`src/design/assert_macros.svh`:
```
// Assertion macros shared by the detector modules.
`ifndef ASSERT_MACROS_SVH
`define ASSERT_MACROS_SVH

// Same-cycle implication, checked outside reset.
`define ASSERT_SAME(label, clk, rst_n, cond, expect_expr, msg) \
    label: assert property (@(posedge clk) disable iff (!rst_n) (cond) |-> (expect_expr)) \
        else $error(msg);

// Next-cycle implication, checked outside reset.
`define ASSERT_NEXT(label, clk, rst_n, cond, expect_expr, msg) \
    label: assert property (@(posedge clk) disable iff (!rst_n) (cond) |=> (expect_expr)) \
        else $error(msg);

`endif

```
`src/design/imd_pkg.sv`:
```
// Types, constants and register codes for the motion and hover detector.
package imd_pkg;

    localparam int SAMPLE_W = 16;
    localparam int HOLD_W = 8;
    localparam int CFG_INDEX_W = 8;
    localparam int CFG_DATA_W = 16;
    localparam int MOVE_LANES = 6;
    localparam int HOVER_LANES = 2;

    localparam int MOVE_WINDOW_DEF = 10;
    localparam int HOVER_WINDOW_DEF = 100;

    localparam logic [SAMPLE_W-1:0] MOVE_THR_RST = 16'd80;
    localparam logic [HOLD_W-1:0] STEADY_HOLD_RST = 8'd25;
    localparam logic [SAMPLE_W-1:0] HOVER_THR_RST = 16'd1000;
    localparam logic [HOLD_W-1:0] GROUND_HOLD_RST = 8'd10;

    typedef enum logic [CFG_INDEX_W-1:0] {
        REG_MOVE_THR    = 8'd0,
        REG_STEADY_HOLD = 8'd1,
        REG_HOVER_THR   = 8'd2,
        REG_GROUND_HOLD = 8'd3
    } imd_reg_e;

    typedef struct packed {
        logic signed [SAMPLE_W-1:0] accel_x;
        logic signed [SAMPLE_W-1:0] accel_y;
        logic signed [SAMPLE_W-1:0] accel_z;
        logic signed [SAMPLE_W-1:0] gyro_x;
        logic signed [SAMPLE_W-1:0] gyro_y;
        logic signed [SAMPLE_W-1:0] gyro_z;
    } imd_sample_t;

    typedef struct packed {
        logic moving;
        logic hovering;
        logic move_window_full;
        logic hover_window_full;
    } imd_result_t;

    // Pipeline control handed to each delay line.
    typedef struct packed {
        logic load;
        logic advance;
    } imd_step_t;

endpackage

```
`src/design/imd_line.sv`:
```
// One delay line with its difference, maximum and hold-counter logic.
`include "assert_macros.svh"

module imd_line import imd_pkg::*; #(
    parameter int DEPTH = MOVE_WINDOW_DEF,
    parameter int LANES = MOVE_LANES
) (
    input  logic                            clk,
    input  logic                            rst_n,
    input  imd_step_t                       step,
    input  logic [LANES-1:0][SAMPLE_W-1:0]  sample,
    input  logic [SAMPLE_W-1:0]             threshold,
    input  logic [HOLD_W-1:0]               hold,
    output logic                            flag_next,
    output logic                            full
);

    localparam int POS_W = $clog2(DEPTH);
    localparam int FILL_W = $clog2(DEPTH + 1);
    localparam logic [POS_W-1:0] POS_LAST = POS_W'(DEPTH - 1);
    localparam logic [FILL_W-1:0] FILL_MAX = FILL_W'(DEPTH);

    logic [LANES-1:0][SAMPLE_W-1:0] mem [DEPTH];
    logic [LANES-1:0][SAMPLE_W-1:0] old_reg;
    logic [LANES-1:0][SAMPLE_W-1:0] sample_reg;
    logic [POS_W-1:0]               pos_reg;
    logic [FILL_W-1:0]              fill_reg;
    logic                           full_reg;
    logic [HOLD_W-1:0]              count_reg;
    logic [HOLD_W-1:0]              count_next;
    logic                           flag_reg;
    logic [SAMPLE_W-1:0]            peak_gap;

    // The read returns the entry from one window back before the new sample replaces it.
    always_ff @(posedge clk)
    begin
        if (step.load)
        begin
            old_reg <= mem[pos_reg];
            mem[pos_reg] <= sample;
            sample_reg <= sample;
        end
    end

    always_ff @(posedge clk or negedge rst_n)
    begin
        if (!rst_n)
        begin
            pos_reg   <= '0;
            fill_reg  <= '0;
            full_reg  <= 1'b0;
            count_reg <= '0;
            flag_reg  <= 1'b0;
        end
        else
        begin
            if (step.load)
            begin
                pos_reg  <= (pos_reg == POS_LAST) ? '0 : pos_reg + 1'b1;
                full_reg <= (fill_reg == FILL_MAX);
                if (fill_reg != FILL_MAX)
                begin
                    fill_reg <= fill_reg + 1'b1;
                end
            end
            if (step.advance)
            begin
                count_reg <= count_next;
                flag_reg  <= flag_next;
            end
        end
    end

    always_comb
    begin
        logic signed [SAMPLE_W:0] diff;
        logic [SAMPLE_W:0] mag;
        peak_gap = '0;
        for (int i = 0; i < LANES; i++)
        begin
            diff = $signed({sample_reg[i][SAMPLE_W-1], sample_reg[i]})
                 - $signed({old_reg[i][SAMPLE_W-1], old_reg[i]});
            mag = diff[SAMPLE_W] ? (SAMPLE_W+1)'(-diff) : diff;
            if (mag[SAMPLE_W-1:0] > peak_gap)
            begin
                peak_gap = mag[SAMPLE_W-1:0];
            end
        end
    end

    // Flag and counter change only when a comparison took place.
    always_comb
    begin
        count_next = count_reg;
        flag_next  = flag_reg;
        if (full_reg)
        begin
            priority if (peak_gap > threshold)
            begin
                flag_next  = 1'b1;
                count_next = hold;
            end
            else if (count_reg != '0)
            begin
                count_next = count_reg - 1'b1;
            end
            else
            begin
                flag_next = 1'b0;
            end
        end
    end

    assign full = full_reg;

    `ASSERT_SAME(a_count_implies_flag, clk, rst_n, count_reg != '0, flag_reg,
        "hold counter running while the flag is clear")
    `ASSERT_SAME(a_full_matches_fill, clk, rst_n, full_reg, fill_reg == FILL_MAX,
        "comparison marked while the line is not yet full")
    `ASSERT_SAME(a_pos_in_range, clk, rst_n, 1'b1, pos_reg <= POS_LAST,
        "write position ran past the end of the line")

endmodule

```
`config.mk`:
```
export PLATFORM = sky130hd
export DESIGN_NAME = imd_line
export DESIGN_NICKNAME = d
export VERILOG_FILES = /design/src/design/imd_pkg.sv /design/src/design/imd_line.sv
export VERILOG_INCLUDE_DIRS = /design/src /design/src/design
export SDC_FILE = /design/constraint.sdc
export NUM_CORES = 2
export LEC_CHECK = 0
export ABC_AREA = 0
export BUFFER_PORTS_ARGS = -buffer_cell sky130_fd_sc_hd__buf_4
export CAP_MARGIN = 20
export CORE_ASPECT_RATIO = 0.5
export CORE_UTILIZATION = 45
export DETAILED_ROUTE_END_ITERATION = 10
export PLACE_DENSITY = 0.63
export SETUP_SLACK_MARGIN = 0.5
export SKIP_LAST_GASP = 1
export SLEW_MARGIN = 20
export SYNTH_ARGS = -nofsm -noshare
export SYNTH_HDL_FRONTEND = slang
export SYNTH_SLANG_ARGS = --single-unit
```
`constraint.sdc`:
```
create_clock -name clk -period 24.4 [get_ports clk]
set_input_delay 2.44 -clock clk [delete_from_list [all_inputs] [get_ports clk]]
set_output_delay 2.44 -clock clk [all_outputs]
set_load 0.01 [all_outputs]
```
==> summary.txt <==
Global routing
  – Antenna violations before repair: 1
  – Total grt overflow: 0
  – First-pass GRT wire length: 184.3 mm
  – Pin count of the biggest net entering global routing: 115
  – GRT Total Usage: 19.93%
  – Number of global-route vias before repair: 30740

Logic synthesis
  – Top area cells in the synthesized netlist: edfxtp_1 64%, mux4_2 8.0%, ha_1 4.6%
  – Top-count cell post-synth: edfxtp_1
  – Library cells used by synthesis: 99
  – Most frequent cells after synthesis: 1152 x edfxtp_1, 203 x a21oi_1, 198 x ha_1
  – Mean Syn Cell Area: 15.27 sq um
  – Cells after Synth: 3545
  – Post-synth EDFFs: 1152
  – Syn nets: 3873
  – Post-synthesis sequential area ratio: 64.74%
  – Yosys top cell area share: 63.91%
  – Most used flip-flop cell after synthesis: edfxtp_1
  – FF+latch count, synth: 1170
  – FFs w/ async S/R, synth: 1.538%
  – Ys Warns: 0
  – Cell taking the most area after synthesis: edfxtp_1
  – Netlist Area Pre-Place: 0.05413 sq mm

Drt
  – DR DRC count: 0
  – Vias: 30480
  – DR vias/cell: 5.694
  – Post-Route WL: 120.3 mm
  – First-pass DRT Iterations: 6
  – Routed WL per cell: 22.48 um
  – Post-route ant nets: 0
  – Drt first-iter violations: 2338

Setup path
  – Slowest stage delay, CP: 770 ps
  – Critical Path End Type: output pin
  – Depth of the most critical reg-to-reg path: 79
  – Crit Path Class: reg -> out
  – Crit path DAT: 19870 ps
  – Crit path top cell by count: o21a_1
  – Worst path required time: 21960 ps
  – Reg2Reg Setup Slack: 5040 ps
  – Crit Path Max Fanout: 29
  – R2R Path Start: sample_reg[16]$_DFFE_PP_
  – Startpoint types: flop
  – Slowest-stage cell, CP: o21ai_0
  – Reg-to-Reg End: count_reg[1]$_DFFE_PN0P_

CTS
  – Root Driver: clkbuf_16
  – Num CTS Buffers: 101
  – Clock transition at the registers of the reported paths: 70 ps
  – Clock Latency Late Sink: 700 ps
  – Post-CTS sizing: 0
  – Hold Buf Count CTS: 0
  – Sink Count: 1170
  – CTS tree: yes
  – CTS Buffer Depth: 3
  – # H-tree levels: 3
  – Post CTS Setup Buffer Count: 0

Timing
  – Setup violators final: 0
  – Worst Tran Pin Value: 1128 ps
  – Final Critical Period: 22310 ps
  – Worst Skew: 14.01 ps
  – Slew HR: 24.77%
  – Final Hold Vio Count: 0
  – Setup TNS: 0 ps
  – Final period utilization: 91.42%
  – Final worst slack: 2092 ps
  – Max-slew violation count: 0
  – FMAX: 0.04483 GHz
  – RSZ-0062 raised after global routing: no

Cells and area
  – Nets: 4004
  – Layout cell share with drive strength beyond 1: 15.29%
  – Max reg flops: 960
  – Area growth syn-to-layout: 11.25%

Flow run
  – Max-Cap Viols: 0

Floorplan
  – Die width: 492.5 um
  – Initial Util: 45.64%
  – Chip height: 247.3 um
  – Placeable Area: 0.1186 sq mm
  – Die ar.: 0.1218 sq mm
  – I/O pin count: 126
  – Num rows: 89

Place
  – Final Wtd Congestion: 0.8805
  – Setup WS pre-CTS: 3192 ps
  – DP Wirelength: 73.85 mm
  – Port buffer count: 125

Outcome
  – Run status: finished, final reports clean

Min path
  – Min-Delay Endpoint: fill_reg[3]$_DFFE_PN0P_
  – HP Class: reg -> reg
  – Hold path start: fill_reg[3]$_DFFE_PN0P_
  – Worst Hold Depth: 1
## worst max-delay path, delay by kind of cell, from the launching register on
family	cells	cell delay, ps
AO/OA/AOI/OAI	38	9990
AND/OR/NAND/NOR	21	4300
adder cells (fa/ha/maj)	8	2220
buffers and inverters	8	960
multiplexers	2	820
XOR/XNOR	2	450
flip-flops	1	370
## stage by stage
stage	util [%]	cells	instance area [sq um]	hold WS (ps)
3_5_place_dp	48.00	5165	56930	469.0
2_1_floorplan	-	3545	54130	445.4
3_3_place_gp	48.00	5165	56930	461.7
5_1_grt	50.78	5353	60220	521.9
6_report	50.78	5353	60220	485.0
4_1_cts	50.78	5352	60220	485.1
## placed cells by master, fill, tap and decap left out, types with 58 or more instances in the layout
cell type	instances
ha_1	198
buf_4	165
mux2i_1	123
a21oi_1	202
clkbuf_16	104
nor2b_1	128
mux4_2	192
edfxtp_1	1152
o21ai_0	103
xnor2_1	87
inv_1	193
nor2_1	117
nand2_1	143
a211oi_1	115
o21a_1	58
## area by class of cell
class | count | area, sq um
fill | 9807 | 58370
multi-input combinational | 2043 | 17880
antenna | 1 | 2.502
sequential | 1170 | 35060
clock buffer | 124 | 2678
inverter | 193 | 724.4
clock inverter | 63 | 614.3
tap | 1592 | 1992
timing repair buffer | 167 | 1274
## cells by family (layout without fill, tap and decap cells)
group	count (synthesis)	in the layout	synth area share, %
and+or+nand+nor	640	640	6.213
xor gates and xnor gates	140	140	2.265
DFF	1170	1170	64.74
buffers and inverters	332	547	2.367
muxes	321	321	10.39
other	0	1	0
AOI/OAI and AO/OA	738	738	9.232
adders and majority gates	204	204	4.798
## worst max path at each step
stage | start | end | cells after the start
after detailed placement | sample_reg[16]$_DFFE_PP_ | flag_next | 79
after floorplan | old_reg[0]$_DFFE_PP_ | flag_next | 81
after global placement | sample_reg[16]$_DFFE_PP_ | flag_next | 78
after CTS | sample_reg[16]$_DFFE_PP_ | flag_next | 78
after global routing | sample_reg[16]$_DFFE_PP_ | flag_next | 77
final | sample_reg[16]$_DFFE_PP_ | flag_next | 79
## per-layer routing
metal	GRT usage (%)	vias up	share of wire [%]
li1	-	14190	-
met1	28.52	15580	47
met2	32.37	571	47
met3	2.831	135	3.9
met4	4.477	0	1.7
met5	0	-	0
Power is not shown: default switching activity piles up to over one toggle a cycle in this logic, so the estimate is an artifact.
